--- src/rtl/hctm_pkg.sv ---
// shared types, constants and saturating adders of the chi-square histogram block
package hctm_pkg;

    localparam int DATA_W      = 32;
    localparam int TAIL_W      = 40;
    localparam int TERM_W      = 41;
    localparam int SUM_W       = 48;
    localparam int CFG_W       = 16;
    localparam int QUEUE_DEPTH = 4;

    localparam logic [CFG_W-1:0] MIN_BIN_RESET = CFG_W'(10);

    // one unit of work for the back end
    typedef struct packed {
        logic              do_term;
        logic [TAIL_W-1:0] a;
        logic [TAIL_W-1:0] b;
        logic              last;
        logic              excl;
        logic              clear;
        logic              merged;
        logic              empty;
    } t_cmd;

    typedef enum logic [2:0] {
        S_IDLE,
        S_PREP,
        S_MUL,
        S_ACC,
        S_DIV,
        S_ADD,
        S_FIN
    } t_back_state;

    function automatic logic [SUM_W-1:0] sat_sum(input logic [SUM_W-1:0] a,
                                                 input logic [SUM_W-1:0] b);
        logic [SUM_W:0] s;
        s = {1'b0, a} + {1'b0, b};
        return s[SUM_W] ? {SUM_W{1'b1}} : s[SUM_W-1:0];
    endfunction

    function automatic logic [TAIL_W-1:0] sat_tail(input logic [TAIL_W-1:0] a,
                                                   input logic [DATA_W-1:0] b);
        logic [TAIL_W:0] s;
        s = {1'b0, a} + {(TAIL_W + 1 - DATA_W)'(0), b};
        return s[TAIL_W] ? {TAIL_W{1'b1}} : s[TAIL_W-1:0];
    endfunction

endpackage

--- src/rtl/histogram_chi_square_tail_merge_top.sv ---
// top level of the histogram chi-square block with merged low-count tail
// a bin that adds its own term passes the back end through load, prep, the
//   multiply/accumulate steps, the divide steps and the add; a final bin also passes FIN
// throughput: bins enter at one per cycle while the 4-entry request queue has room;
//   tail bins before the last only update the front-end sums; term bins hold the back end
//   until the one-bit-per-cycle restoring divider is done
// reset: synchronous active low, clears sums, tail state, queue and result valid; threshold to 10
module histogram_chi_square_tail_merge_top #(
    parameter int QUEUE_DEPTH = hctm_pkg::QUEUE_DEPTH
) (
    input  logic                         i_clk,
    input  logic                         i_rst_n,
    input  logic                         push,
    output logic                         full,
    input  logic [hctm_pkg::DATA_W-1:0]  i_model_count,
    input  logic [hctm_pkg::DATA_W-1:0]  i_data_count,
    input  logic                         i_last_bin,
    input  logic                         i_excluded,
    input  logic                         i_new_scan_point,
    output logic                         empty,
    input  logic                         pop,
    output logic [hctm_pkg::SUM_W-1:0]   o_hist_chi2,
    output logic [hctm_pkg::SUM_W-1:0]   o_total_chi2,
    output logic [hctm_pkg::SUM_W-1:0]   o_selected_chi2,
    output logic                         o_tail_merged,
    output logic                         o_empty_tail,
    input  logic                         i_cfg_valid,
    output logic                         o_cfg_ready,
    input  logic [hctm_pkg::CFG_W-1:0]   i_cfg_data
);
    import hctm_pkg::*;

    logic accept;
    logic q_push;
    logic q_rd;
    logic q_empty;
    t_cmd q_wr_data;
    t_cmd q_rd_data;

    assign o_cfg_ready = 1'b1;
    assign accept      = push && !full;

    hctm_front u_front (
        .i_clk            (i_clk),
        .i_rst_n          (i_rst_n),
        .i_cfg_wr         (i_cfg_valid && o_cfg_ready),
        .i_cfg_data       (i_cfg_data),
        .i_accept         (accept),
        .i_model_count    (i_model_count),
        .i_data_count     (i_data_count),
        .i_last_bin       (i_last_bin),
        .i_excluded       (i_excluded),
        .i_new_scan_point (i_new_scan_point),
        .o_push           (q_push),
        .o_cmd            (q_wr_data)
    );

    hctm_queue #(
        .DEPTH (QUEUE_DEPTH)
    ) u_queue (
        .i_clk     (i_clk),
        .i_rst_n   (i_rst_n),
        .i_wr      (q_push),
        .i_wr_data (q_wr_data),
        .i_rd      (q_rd),
        .o_rd_data (q_rd_data),
        .o_full    (full),
        .o_empty   (q_empty)
    );

    hctm_back u_back (
        .i_clk           (i_clk),
        .i_rst_n         (i_rst_n),
        .i_q_empty       (q_empty),
        .i_q_data        (q_rd_data),
        .o_q_rd          (q_rd),
        .i_pop           (pop),
        .o_empty         (empty),
        .o_hist_chi2     (o_hist_chi2),
        .o_total_chi2    (o_total_chi2),
        .o_selected_chi2 (o_selected_chi2),
        .o_tail_merged   (o_tail_merged),
        .o_empty_tail    (o_empty_tail)
    );

endmodule

--- src/rtl/hctm_front.sv ---
// front end: threshold register, bin classification and tail accumulation
module hctm_front (
    input  logic                          i_clk,
    input  logic                          i_rst_n,
    input  logic                          i_cfg_wr,
    input  logic [hctm_pkg::CFG_W-1:0]    i_cfg_data,
    input  logic                          i_accept,
    input  logic [hctm_pkg::DATA_W-1:0]   i_model_count,
    input  logic [hctm_pkg::DATA_W-1:0]   i_data_count,
    input  logic                          i_last_bin,
    input  logic                          i_excluded,
    input  logic                          i_new_scan_point,
    output logic                          o_push,
    output hctm_pkg::t_cmd                o_cmd
);
    import hctm_pkg::*;

    logic [CFG_W-1:0]  r_min_bin_count;
    logic              r_in_tail;
    logic [TAIL_W-1:0] r_tail_m;
    logic [TAIL_W-1:0] r_tail_d;
    logic              r_clr_pend;

    logic [DATA_W-1:0] thr;
    logic              direct;
    logic [TAIL_W-1:0] n_tail_m;
    logic [TAIL_W-1:0] n_tail_d;
    logic              tail_zero;

    assign thr       = {(DATA_W - CFG_W - 8)'(0), r_min_bin_count, 8'h00};
    assign direct    = !r_in_tail && (i_data_count >= thr);
    assign n_tail_m  = sat_tail(r_tail_m, i_model_count);
    assign n_tail_d  = sat_tail(r_tail_d, i_data_count);
    assign tail_zero = (n_tail_m == '0) && (n_tail_d == '0);

    always_comb begin
        o_cmd.last   = i_last_bin;
        o_cmd.excl   = i_excluded;
        o_cmd.clear  = r_clr_pend | i_new_scan_point;
        if (direct) begin
            o_cmd.do_term = 1'b1;
            o_cmd.a       = {(TAIL_W - DATA_W)'(0), i_model_count};
            o_cmd.b       = {(TAIL_W - DATA_W)'(0), i_data_count};
            o_cmd.merged  = 1'b0;
            o_cmd.empty   = 1'b0;
        end else begin
            o_cmd.do_term = !tail_zero;
            o_cmd.a       = n_tail_m;
            o_cmd.b       = n_tail_d;
            o_cmd.merged  = 1'b1;
            o_cmd.empty   = tail_zero;
        end
    end

    // tail bins other than the last one only update local sums
    assign o_push = i_accept && (direct || i_last_bin);

    always_ff @(posedge i_clk) begin
        if (!i_rst_n) begin
            r_min_bin_count <= MIN_BIN_RESET;
            r_in_tail       <= 1'b0;
            r_tail_m        <= '0;
            r_tail_d        <= '0;
            r_clr_pend      <= 1'b0;
        end else begin
            if (i_cfg_wr) begin
                r_min_bin_count <= i_cfg_data;
            end
            if (i_accept) begin
                if (i_last_bin) begin
                    r_in_tail  <= 1'b0;
                    r_tail_m   <= '0;
                    r_tail_d   <= '0;
                    r_clr_pend <= 1'b0;
                end else begin
                    r_clr_pend <= r_clr_pend | i_new_scan_point;
                    if (!direct) begin
                        r_in_tail <= 1'b1;
                        r_tail_m  <= n_tail_m;
                        r_tail_d  <= n_tail_d;
                    end
                end
            end
        end
    end

endmodule

--- src/rtl/hctm_queue.sv ---
// short request queue between front and back end
module hctm_queue #(
    parameter int DEPTH = hctm_pkg::QUEUE_DEPTH
) (
    input  logic           i_clk,
    input  logic           i_rst_n,
    input  logic           i_wr,
    input  hctm_pkg::t_cmd i_wr_data,
    input  logic           i_rd,
    output hctm_pkg::t_cmd o_rd_data,
    output logic           o_full,
    output logic           o_empty
);
    import hctm_pkg::*;

    localparam int PTR_W = (DEPTH > 1) ? $clog2(DEPTH) : 1;
    localparam int CNT_W = $clog2(DEPTH + 1);
    localparam logic [PTR_W-1:0] PTR_LAST = PTR_W'(DEPTH - 1);
    localparam logic [CNT_W-1:0] CNT_FULL = CNT_W'(DEPTH);

    t_cmd             r_mem [DEPTH];
    logic [PTR_W-1:0] r_wr_ptr;
    logic [PTR_W-1:0] r_rd_ptr;
    logic [CNT_W-1:0] r_count;

    logic do_wr;
    logic do_rd;

    assign o_full    = (r_count == CNT_FULL);
    assign o_empty   = (r_count == '0);
    assign do_wr     = i_wr && !o_full;
    assign do_rd     = i_rd && !o_empty;
    assign o_rd_data = r_mem[r_rd_ptr];

    always_ff @(posedge i_clk) begin
        if (do_wr) begin
            r_mem[r_wr_ptr] <= i_wr_data;
        end
    end

    always_ff @(posedge i_clk) begin
        if (!i_rst_n) begin
            r_wr_ptr <= '0;
            r_rd_ptr <= '0;
            r_count  <= '0;
        end else begin
            if (do_wr) begin
                r_wr_ptr <= (r_wr_ptr == PTR_LAST) ? '0 : r_wr_ptr + 1'b1;
            end
            if (do_rd) begin
                r_rd_ptr <= (r_rd_ptr == PTR_LAST) ? '0 : r_rd_ptr + 1'b1;
            end
            unique case ({do_wr, do_rd})
                2'b10:   r_count <= r_count + 1'b1;
                2'b01:   r_count <= r_count - 1'b1;
                default: r_count <= r_count;
            endcase
        end
    end

endmodule

--- src/rtl/hctm_back.sv ---
// back end: square over sum with a shared multiplier and serial divider, sums, result register
module hctm_back (
    input  logic                         i_clk,
    input  logic                         i_rst_n,
    input  logic                         i_q_empty,
    input  hctm_pkg::t_cmd               i_q_data,
    output logic                         o_q_rd,
    input  logic                         i_pop,
    output logic                         o_empty,
    output logic [hctm_pkg::SUM_W-1:0]   o_hist_chi2,
    output logic [hctm_pkg::SUM_W-1:0]   o_total_chi2,
    output logic [hctm_pkg::SUM_W-1:0]   o_selected_chi2,
    output logic                         o_tail_merged,
    output logic                         o_empty_tail
);
    import hctm_pkg::*;

    localparam int HALF_W = (TERM_W + 1) / 2;
    localparam int PROD_W = 2 * HALF_W;
    localparam int SQ_W   = 2 * TERM_W;
    localparam int CNT_W  = $clog2(TERM_W + 1);
    localparam logic [1:0]       K_LO_LO = 2'd0;
    localparam logic [1:0]       K_HI_LO = 2'd1;
    localparam logic [1:0]       K_HI_HI = 2'd2;
    localparam logic [CNT_W-1:0] DIV_STEPS = CNT_W'(TERM_W);

    t_back_state       r_state;
    t_back_state       n_state;
    t_cmd              r_cmd;
    logic [TERM_W-1:0] r_diff;
    logic [TERM_W-1:0] r_den;
    logic [1:0]        r_k;
    logic [PROD_W-1:0] r_prod;
    logic [SQ_W-1:0]   r_sq;
    logic [TERM_W-1:0] r_rem;
    logic [TERM_W-1:0] r_quo;
    logic [CNT_W-1:0]  r_cnt;
    logic [SUM_W-1:0]  r_hist;
    logic [SUM_W-1:0]  r_all;
    logic [SUM_W-1:0]  r_chosen;
    logic              r_out_valid;
    logic [SUM_W-1:0]  r_out_hist;
    logic [SUM_W-1:0]  r_out_all;
    logic [SUM_W-1:0]  r_out_chosen;
    logic              r_out_merged;
    logic              r_out_empty;

    logic [TERM_W-1:0] diff;
    logic [TERM_W-1:0] den;
    logic [HALF_W-1:0] mul_a;
    logic [HALF_W-1:0] mul_b;
    logic [SQ_W-1:0]   prod_shifted;
    logic [SQ_W-1:0]   n_sq;
    logic [TERM_W:0]   div_trial;
    logic [TERM_W:0]   div_sub;
    logic              div_ge;
    logic              out_wr;
    logic [SUM_W-1:0]  all_base;
    logic [SUM_W-1:0]  chosen_base;

    assign diff = (r_cmd.a >= r_cmd.b) ? {1'b0, r_cmd.a - r_cmd.b} : {1'b0, r_cmd.b - r_cmd.a};
    assign den  = {1'b0, r_cmd.a} + {1'b0, r_cmd.b};

    // diff = hi * 2^HALF_W + lo, square built from three partial products
    always_comb begin
        unique case (r_k)
            K_LO_LO: begin
                mul_a = r_diff[HALF_W-1:0];
                mul_b = r_diff[HALF_W-1:0];
            end
            K_HI_LO: begin
                mul_a = HALF_W'(r_diff[TERM_W-1:HALF_W]);
                mul_b = r_diff[HALF_W-1:0];
            end
            default: begin
                mul_a = HALF_W'(r_diff[TERM_W-1:HALF_W]);
                mul_b = HALF_W'(r_diff[TERM_W-1:HALF_W]);
            end
        endcase
    end

    always_comb begin
        unique case (r_k)
            K_LO_LO: prod_shifted = SQ_W'(r_prod);
            K_HI_LO: prod_shifted = SQ_W'(r_prod) << (HALF_W + 1);
            default: prod_shifted = SQ_W'(r_prod) << (2 * HALF_W);
        endcase
    end

    assign n_sq      = r_sq + prod_shifted;
    assign div_trial = {r_rem, r_sq[TERM_W-1]};
    assign div_ge    = (div_trial >= {1'b0, r_den});
    assign div_sub   = div_trial - {1'b0, r_den};

    assign all_base    = r_cmd.clear ? '0 : r_all;
    assign chosen_base = r_cmd.clear ? '0 : r_chosen;

    always_ff @(posedge i_clk) begin
        if (!i_rst_n) begin
            r_state <= S_IDLE;
        end else begin
            r_state <= n_state;
        end
    end

    always_comb begin
        n_state = r_state;
        o_q_rd  = 1'b0;
        out_wr  = 1'b0;
        unique case (r_state)
            S_IDLE: begin
                if (!i_q_empty) begin
                    o_q_rd = 1'b1;
                    if (i_q_data.do_term) begin
                        n_state = S_PREP;
                    end else if (i_q_data.last) begin
                        n_state = S_FIN;
                    end
                end
            end
            S_PREP: n_state = (den == '0) ? S_ADD : S_MUL;
            S_MUL:  n_state = S_ACC;
            S_ACC:  n_state = (r_k == K_HI_HI) ? S_DIV : S_MUL;
            S_DIV:  n_state = (r_cnt == CNT_W'(1)) ? S_ADD : S_DIV;
            S_ADD:  n_state = r_cmd.last ? S_FIN : S_IDLE;
            S_FIN: begin
                if (!r_out_valid || i_pop) begin
                    out_wr  = 1'b1;
                    n_state = S_IDLE;
                end
            end
            default: n_state = S_IDLE;
        endcase
    end

    // datapath registers
    always_ff @(posedge i_clk) begin
        unique case (r_state)
            S_IDLE: begin
                r_cmd <= i_q_data;
            end
            S_PREP: begin
                r_diff <= diff;
                r_den  <= den;
                r_sq   <= '0;
                r_k    <= K_LO_LO;
                r_quo  <= '0;
            end
            S_MUL: begin
                r_prod <= mul_a * mul_b;
            end
            S_ACC: begin
                if (r_k == K_HI_HI) begin
                    r_sq  <= n_sq;
                    r_rem <= n_sq[SQ_W-1:TERM_W];
                    r_cnt <= DIV_STEPS;
                end else begin
                    r_sq <= n_sq;
                    r_k  <= r_k + 1'b1;
                end
            end
            S_DIV: begin
                r_rem <= div_ge ? div_sub[TERM_W-1:0] : div_trial[TERM_W-1:0];
                r_sq  <= r_sq << 1;
                r_quo <= {r_quo[TERM_W-2:0], div_ge};
                r_cnt <= r_cnt - 1'b1;
            end
            default: begin
            end
        endcase
    end

    always_ff @(posedge i_clk) begin
        if (!i_rst_n) begin
            r_hist      <= '0;
            r_all       <= '0;
            r_chosen    <= '0;
            r_out_valid <= 1'b0;
        end else begin
            if (r_state == S_ADD) begin
                r_hist <= sat_sum(r_hist, SUM_W'(r_quo));
            end
            if (out_wr) begin
                r_hist      <= '0;
                r_all       <= sat_sum(all_base, r_hist);
                r_chosen    <= r_cmd.excl ? chosen_base : sat_sum(chosen_base, r_hist);
                r_out_valid <= 1'b1;
            end else if (i_pop) begin
                r_out_valid <= 1'b0;
            end
        end
    end

    always_ff @(posedge i_clk) begin
        if (out_wr) begin
            r_out_hist   <= r_hist;
            r_out_all    <= sat_sum(all_base, r_hist);
            r_out_chosen <= r_cmd.excl ? chosen_base : sat_sum(chosen_base, r_hist);
            r_out_merged <= r_cmd.merged;
            r_out_empty  <= r_cmd.empty;
        end
    end

    assign o_empty         = !r_out_valid;
    assign o_hist_chi2     = r_out_hist;
    assign o_total_chi2    = r_out_all;
    assign o_selected_chi2 = r_out_chosen;
    assign o_tail_merged   = r_out_merged;
    assign o_empty_tail    = r_out_empty;

    a_div_den_nonzero: assert property (@(posedge i_clk) disable iff (!i_rst_n)
        (r_state == S_DIV) |-> (r_den != '0))
        else $error("divider running with zero divisor");

    a_div_rem_bound: assert property (@(posedge i_clk) disable iff (!i_rst_n)
        (r_state == S_DIV) |-> (r_rem < r_den))
        else $error("partial remainder not below divisor");

    a_quo_bound: assert property (@(posedge i_clk) disable iff (!i_rst_n)
        (r_state == S_ADD) |-> (r_quo <= r_diff))
        else $error("term exceeds difference");

    a_fin_only_last: assert property (@(posedge i_clk) disable iff (!i_rst_n)
        (r_state == S_FIN) |-> r_cmd.last)
        else $error("result formed on a non-final bin");

endmodule

--- config.mk ---
export PLATFORM = sky130hd
export DESIGN_NAME = histogram_chi_square_tail_merge_top
export DESIGN_NICKNAME = d
export VERILOG_FILES = /design/src/rtl/hctm_pkg.sv /design/src/rtl/histogram_chi_square_tail_merge_top.sv /design/src/rtl/hctm_front.sv /design/src/rtl/hctm_queue.sv /design/src/rtl/hctm_back.sv
export SDC_FILE = /design/constraint.sdc
export NUM_CORES = 2
export LEC_CHECK = 0
export ABC_AREA = 1
export BUFFER_PORTS_ARGS = -buffer_cell sky130_fd_sc_hd__buf_4
export CAP_MARGIN = 25
export CORE_UTILIZATION = 40
export CTS_BUF_LIST = sky130_fd_sc_hd__clkbuf_2 sky130_fd_sc_hd__clkbuf_4 sky130_fd_sc_hd__clkbuf_8
export DETAILED_ROUTE_END_ITERATION = 8
export SYNTH_ARGS = -nofsm -noshare
export SYNTH_HDL_FRONTEND = slang
export SYNTH_SLANG_ARGS = --single-unit
--- constraint.sdc ---
create_clock -name i_clk -period 10.1 [get_ports i_clk]
set_clock_uncertainty 0.1 [all_clocks]
set_input_delay 0.505 -clock i_clk [delete_from_list [all_inputs] [get_ports i_clk]]
set_output_delay 0.505 -clock i_clk [all_outputs]
set_load 0.03 [all_outputs]
Word level (Yosys, flattened, before mapping)
Memories as Yosys holds them, arrays and structs flattened. A register that Yosys moved wholly into a read port is not among the register bits.
Index checks and enable logic that the tools add are counted.

storage, ports and cells
  register bits after elaboration = 780
  bits in latches = 0
  memory bits (writable) = 344
  ROM bits = 0
  output and inout port bits = 149
  memories kept = 1

operators by class
  add/subtract/negate cells = 16
  multiply operators = 1
  div/mod/pow operators = 0
  order comparisons = 3
  eq/ne operators = 20
  shift-type cells = 0
  mux-type cells = 52
  bitwise operators = 2
  reductions and logical operators = 31

memories
  name           words  width  rd ports  clocked after Yosys merged registers in  wr ports  RTL line          source
  u_queue.r_mem  4      86     1         1                                        1         hctm_queue.sv:21  t_cmd r_mem [DEPTH];

operator list
  operator                                                        number
  48-bit 2-to-1 mux                                               6
  40-bit 2-to-1 mux                                               7
  82-bit one-hot mux with 3 select lines                          1
  41-bit one-hot mux with 2 select lines                          2
  82-bit one-hot mux with 2 select lines                          1
  48-bit by 48-bit adder with 49-bit output                       2
  40-bit by 32-bit adder with 41-bit output                       2
  82-bit adder                                                    1
  41-bit 2-to-1 mux                                               2
  81-bit 2-to-1 mux                                               1
  40-bit logical NOT                                              2
  40-bit subtractor                                               2
  48-bit by 41-bit adder with 49-bit output                       1
  42-bit by 41-bit greater-or-equal comparator with 1-bit output  1
  21-bit by 21-bit multiplier with 42-bit output                  1
  21-bit 2-to-1 mux                                               2
  40-bit by 40-bit adder with 41-bit output                       1
  41-bit logical NOT                                              1
  41-bit subtractor                                               1
  40-bit greater-or-equal comparator                              1
  32-bit by 24-bit greater-or-equal comparator with 1-bit output  1
  3-bit 2-to-1 mux                                                7
  3-bit one-hot mux with 7 select lines                           1
  3-bit == test, second input constant                            4
  30 further kinds                                                74

Logic depth before layout (Yosys ltp)
  depth after elaboration = 7
  depth in mapped cells = 41

By module
A second synthesis with hierarchy kept.

unflattened totals
  cell total of the unflattened synthesis = 11973
  area total of the unflattened synthesis = 90478.0 um^2

by module, submodules not included
  module                               times used  cells each  area an instance (um^2)  seq. area each (um^2)
  hctm_back                            1           8885        65678.0                  18728.0
  hctm_queue                           1           902         13220.2                  10510.1
  hctm_front                           1           2182        11558.6                  1961.9
  histogram_chi_square_tail_merge_top  1           4           21.3                     0.0

Worst setup path after synthesis
No wires, ideal clock.

  kind = reg-to-reg
  from = reg u_back.r_state[1]
  to = reg u_back.r_sq[0] (enable)
  data arrival time = 8.602 ns
  slack = 0.943 ns
  stages on the path, launching flop included = 4
  path buffers = 0
  clock period less this slack = 9.157 ns
  cells stage by stage = dfxtp_1 nor3_1 inv_1 nand3_1

on the way
  longest elaborated chain between the ends = 2
  elaborated cells on any way between the ends = 4
  classes of those cells = eq/ne (3); reduce/logical (1)

RTL lines
  element                                                           RTL line          source
  start, declared                                                   hctm_back.sv:27   t_back_state r_state;
  start signal, assigned                                            hctm_back.sv:102  r_state <= n_state;
  3-bit by 1-bit == test with 1-bit output (tied with other cells)  hctm_back.sv:138  unique case (r_state)
  3-bit nonzero test (no source line) (*)                           --
  end signal, assigned                                              hctm_back.sv:154  r_sq <= n_sq;
  end signal, assigned                                              hctm_back.sv:158  r_sq <= n_sq;
  end signal, assigned                                              hctm_back.sv:164  r_sq <= r_sq << 1;
  end, declared                                                     hctm_back.sv:34   logic [SQ_W-1:0] r_sq;

Every way passes the cells marked *; elsewhere a longest branch is shown, timed or not.
A chain may end at the register's enable or synchronous reset.

Worst setup path in the final report
  from = reg u_back.r_k[0]
  to = reg u_back.r_prod[40], data pin

on the way
  longest elaborated chain between the ends = 4
  elaborated cells on any way between the ends = 6
  classes of those cells = mul (1); eq/ne (1); mux (2); reduce/logical (2)

RTL lines
  element                                                                        RTL line          source
  start, declared                                                                hctm_back.sv:32   logic [1:0] r_k;
  start signal, assigned                                                         hctm_back.sv:159  r_k <= r_k + 1'b1;
  2-bit by 1-bit == test with 1-bit output or 2-bit logical NOT (tied branches)  hctm_back.sv:66   unique case (r_k)
  2-bit OR reduction (no source line)                                            --
  21-bit 2-to-1 mux                                                              hctm_back.sv:66
  21-bit by 21-bit multiplier with 42-bit output (*)                             hctm_back.sv:150  r_prod <= mul_a * mul_b;
  end signal, assigned                                                           hctm_back.sv:150
  end, declared                                                                  hctm_back.sv:33   logic [PROD_W-1:0] r_prod;

Marks and branches as above.

==> results.sh <==
export IMPL_worst_r2r_startpoint="u_back.r_k[0]"
export IMPL_cts_tree="yes"
export IMPL_busiest_layer="met2"
export IMPL_period_needed_ns=8.667
export IMPL_clk_pin_slew_ns=0.06
export IMPL_grt_overflow=0
export IMPL_cp_arrival_ns=9.28
export IMPL_crit_slowest_cell="o21ai_0"
export IMPL_period_share=0.8581
export IMPL_maxSlewViolCount=0
export IMPL_dr_first_iter_drc_count=6582
export IMPL_rsz0062_at_grt="false"
export IMPL_dp_hpwl_mm=268.3
export IMPL_met3_usage=0.04853
export IMPL_place_ws_ns=1.481
export IMPL_ys_ff_latch=1124
export IMPL_drc=0
export IMPL_worst_setup_path_type="reg2reg"
export IMPL_syn_area_per_cell_um2=7.725
export IMPL_max_slew_margin=0.2791
export IMPL_root_buffer="clkbuf_8"
export IMPL_worst_path_max_fanout=23
export IMPL_cp_start_kind="register"
export IMPL_io_pins=237
export IMPL_grt_usage=0.2938
export IMPL_yosysWarnings=0
export IMPL_final_cells=14970
export IMPL_cts_htree_levels=4
export IMPL_num_rows=172
export IMPL_ys_seq_area_frac=0.3524
export IMPL_postCtsSetupRepairBufs=0
export IMPL_path_common_cell="inv_1"
export IMPL_dieWidth_um=472.5
export IMPL_fin_tns_setup_ns=0
export IMPL_setup_viol=0
export IMPL_routed_via_density=5.374
export IMPL_io_buffers=235
export IMPL_core_region_area_mm2=0.2199
export IMPL_nets=12910
export IMPL_path_buf_inv=7
export IMPL_clk_latency_ns=1.01
export IMPL_dp_cells=14480
export IMPL_status="complete, no violations"
export IMPL_critical_path_required_ns=10.72
export IMPL_die_h_um=472.5
export IMPL_grt_pass1_wl_mm=494.9
export IMPL_cts_buffer_depth=3
export IMPL_cts_buffers=197
export IMPL_tightest_slew_ns=1.080
export IMPL_ys_types=66
export IMPL_async_flop_share=0
export IMPL_use_met1=0.3915
export IMPL_cp_startpoint="u_back.r_k[0]"
export IMPL_synth_edf_count=869
export IMPL_syn_num_nets=12540
export IMPL_area_delta_synth_final_pct=12.54
export IMPL_max_freq_mhz=115.4
export IMPL_gp_congestion=1.021
export IMPL_initial_core_util=0.4026
export IMPL_antenna_found_initial=17
export IMPL_endpoint_kind="register"
export IMPL_slowest_delay_ns=0.94
export IMPL_timing_final_ws_setup_ns=1.433
export IMPL_ant_nets=0
export IMPL_synth_cells=11460
export IMPL_grt_pass1_vias=79240
export IMPL_dieArea_mm2=0.2233
export IMPL_synth_flop_cell="edfxtp_1"
export IMPL_min_from="i_data_count[5]"
export IMPL_hp_class="in2reg"
export IMPL_utilization=0.4531
export IMPL_drive_gt1_frac=0.06839
export IMPL_max_cap_viol_count=0
export IMPL_vias=80430
export IMPL_grt_max_degree=84
export IMPL_critPathTopFamily="adder cells"
export IMPL_globalRouteMet2Util=0.4747
export IMPL_wl_mm=334.6
export IMPL_post_cts_resized=0
export IMPL_drt_first_pass_iters=6
export IMPL_finalHoldViolations=0
export IMPL_wire_per_inst_um=22.36
export IMPL_cts_sinks=1124
export IMPL_synthesis_area_mm2=0.08855
layer usage:
layer | part of all wire | wire [µm] | vias to the layer above
li1 | - | - | 38390
met1 | 0.43 | 145100 | 38650
met2 | 0.45 | 151900 | 2873
met3 | 0.071 | 23900 | 509
met4 | 0.041 | 13770 | 2
met5 | 0.000039 | 13 | -
worst min-delay path, cell delays in order:
cell     delay, ns
buf_4         0.11
ha_1          0.22
xnor2_1       0.13
nand2_1       0.08
nand2_1       0.07
a21oi_1       0.06
layout by cell type, fill, tap and decap left out, types with 11 or more instances in the layout:
cell type	synthesis	layout
nand2_1	2185	2181
inv_1	1869	1864
nor2_1	1589	1578
a21oi_1	871	871
edfxtp_1	869	869
o21ai_0	861	852
ha_1	622	622
buf_4	5	376
fa_1	369	369
nand3_1	338	336
dfxtp_1	255	253
clkbuf_8	0	212
xor2_1	195	195
o22ai_1	168	168
a31oi_1	156	156
xnor2_1	116	116
dlygate4sd3_1	0	111
nor3_1	95	93
nand4_1	68	68
o21ai_1	52	58
clkbuf_4	0	56
o21a_1	55	55
clkinv_1	24	52
or2_2	47	47
o211ai_1	47	47
o21bai_1	42	42
a21o_1	39	39
a21boi_0	33	33
clkinv_2	0	33
nor4_1	23	23
a21boi_1	21	21
bufinv_16	0	20
nand3b_1	13	13
o2111ai_1	13	13
a211oi_1	12	12
mux2i_1	12	12
a221oi_1	11	11
clkinvlp_4	0	11
what timing repair did:
action | 4_1_cts | 5_1_grt
endpoints found under the setup margin | 0 | 0
endpoints found under the hold margin | 302 | 0
hold buffers | 111 | 0
synthesized netlist by cell type, types with 13 or more instances:
master / count / area (µm²)
ha_1: 622 / 7782
o21a_1: 55 / 412.9
edfxtp_1: 869 / 26100
dfxtp_1: 255 / 5105
nor3_1: 95 / 475.5
nor2_1: 1589 / 5964
o21bai_1: 42 / 315.3
buf_2: 51 / 255.2
o22ai_1: 168 / 1051
nand4_1: 68 / 425.4
o21ai_0: 861 / 4309
inv_1: 1869 / 7015
a21boi_0: 33 / 247.7
o211ai_1: 47 / 352.8
nor4_1: 23 / 143.9
clkinv_1: 24 / 90.09
fa_1: 369 / 7387
o21ai_1: 52 / 260.3
nand3b_1: 13 / 97.59
xor2_1: 195 / 1708
or2_2: 47 / 294.0
clkbuf_1: 246 / 923.4
a21o_1: 39 / 292.8
nand3_1: 338 / 1692
a21boi_1: 21 / 157.7
nand2_1: 2185 / 8202
a31oi_1: 156 / 975.9
a21oi_1: 871 / 4359
xnor2_1: 116 / 1016
o2111ai_1: 13 / 113.9
worst paths after layout:
check	endpoint	slack, ns	cells past startpoint
worst max-delay path	u_back.r_prod[40]	1.43	27
worst max register to register	u_back.r_prod[40]	1.43	27
worst min-delay path	u_front.r_tail_d[5]	0.14	6
worst min register to register	u_back.o_tail_merged	0.33	0
registers in the layout, indices dropped and copies added (netlist names), 2 cells and up, named ones only:
signal                   cells
u_back.r_k                   2
u_back.r_prod               42
u_back.o_hist_chi2          48
u_back.r_all                48
u_queue.r_rd_ptr             2
u_back.r_diff               39
u_front.r_tail_m            40
u_queue.r_count              3
u_front.r_tail_d            40
u_back.o_total_chi2         48
u_back.r_chosen             48
u_back.r_rem                41
u_front.r_min_bin_count     16
u_queue.r_wr_ptr             2
u_back.r_hist               48
u_back.r_sq                 82
u_back.r_cmd                85
u_back.o_selected_chi2      48
u_back.r_cnt                 6
u_back.r_state               3
u_back.r_den                41
u_queue.r_mem              344
u_back.r_quo                41
area by class of cell:
cell class	instances	area [µm²]
fillers	22250	120300
multi-input cells	8125	49090
flip-flops and latches	1124	31200
inverters	1896	7127
repair buffers	489	3974
well taps	2958	3701
clock buffers	268	3338
clock inverters	103	1212
diodes	4	10.01
kinds of logic after synthesis:
logic type,share of synthesized area
AND/OR/NAND/NOR,0.1969
flip-flops,0.3524
XOR/XNOR,0.03076
AO/OA/AOI/OAI,0.1524
buffers and inverters,0.09496
multiplexers,0.001357
adder cells (fa/ha/maj),0.1713
other,0.00004235
per-stage QoR:
stage	area [µm²]	hold WS, ns
final	99650	0.1403
after global routing	99650	0.06935
after detailed placement	93960	0.3122
after floorplan	88550	0.3003
after global placement	93940	0.3144
after CTS	99620	0.008178
Power is not shown: default switching activity piles up to over one toggle a cycle in this logic, so the estimate is an artifact.
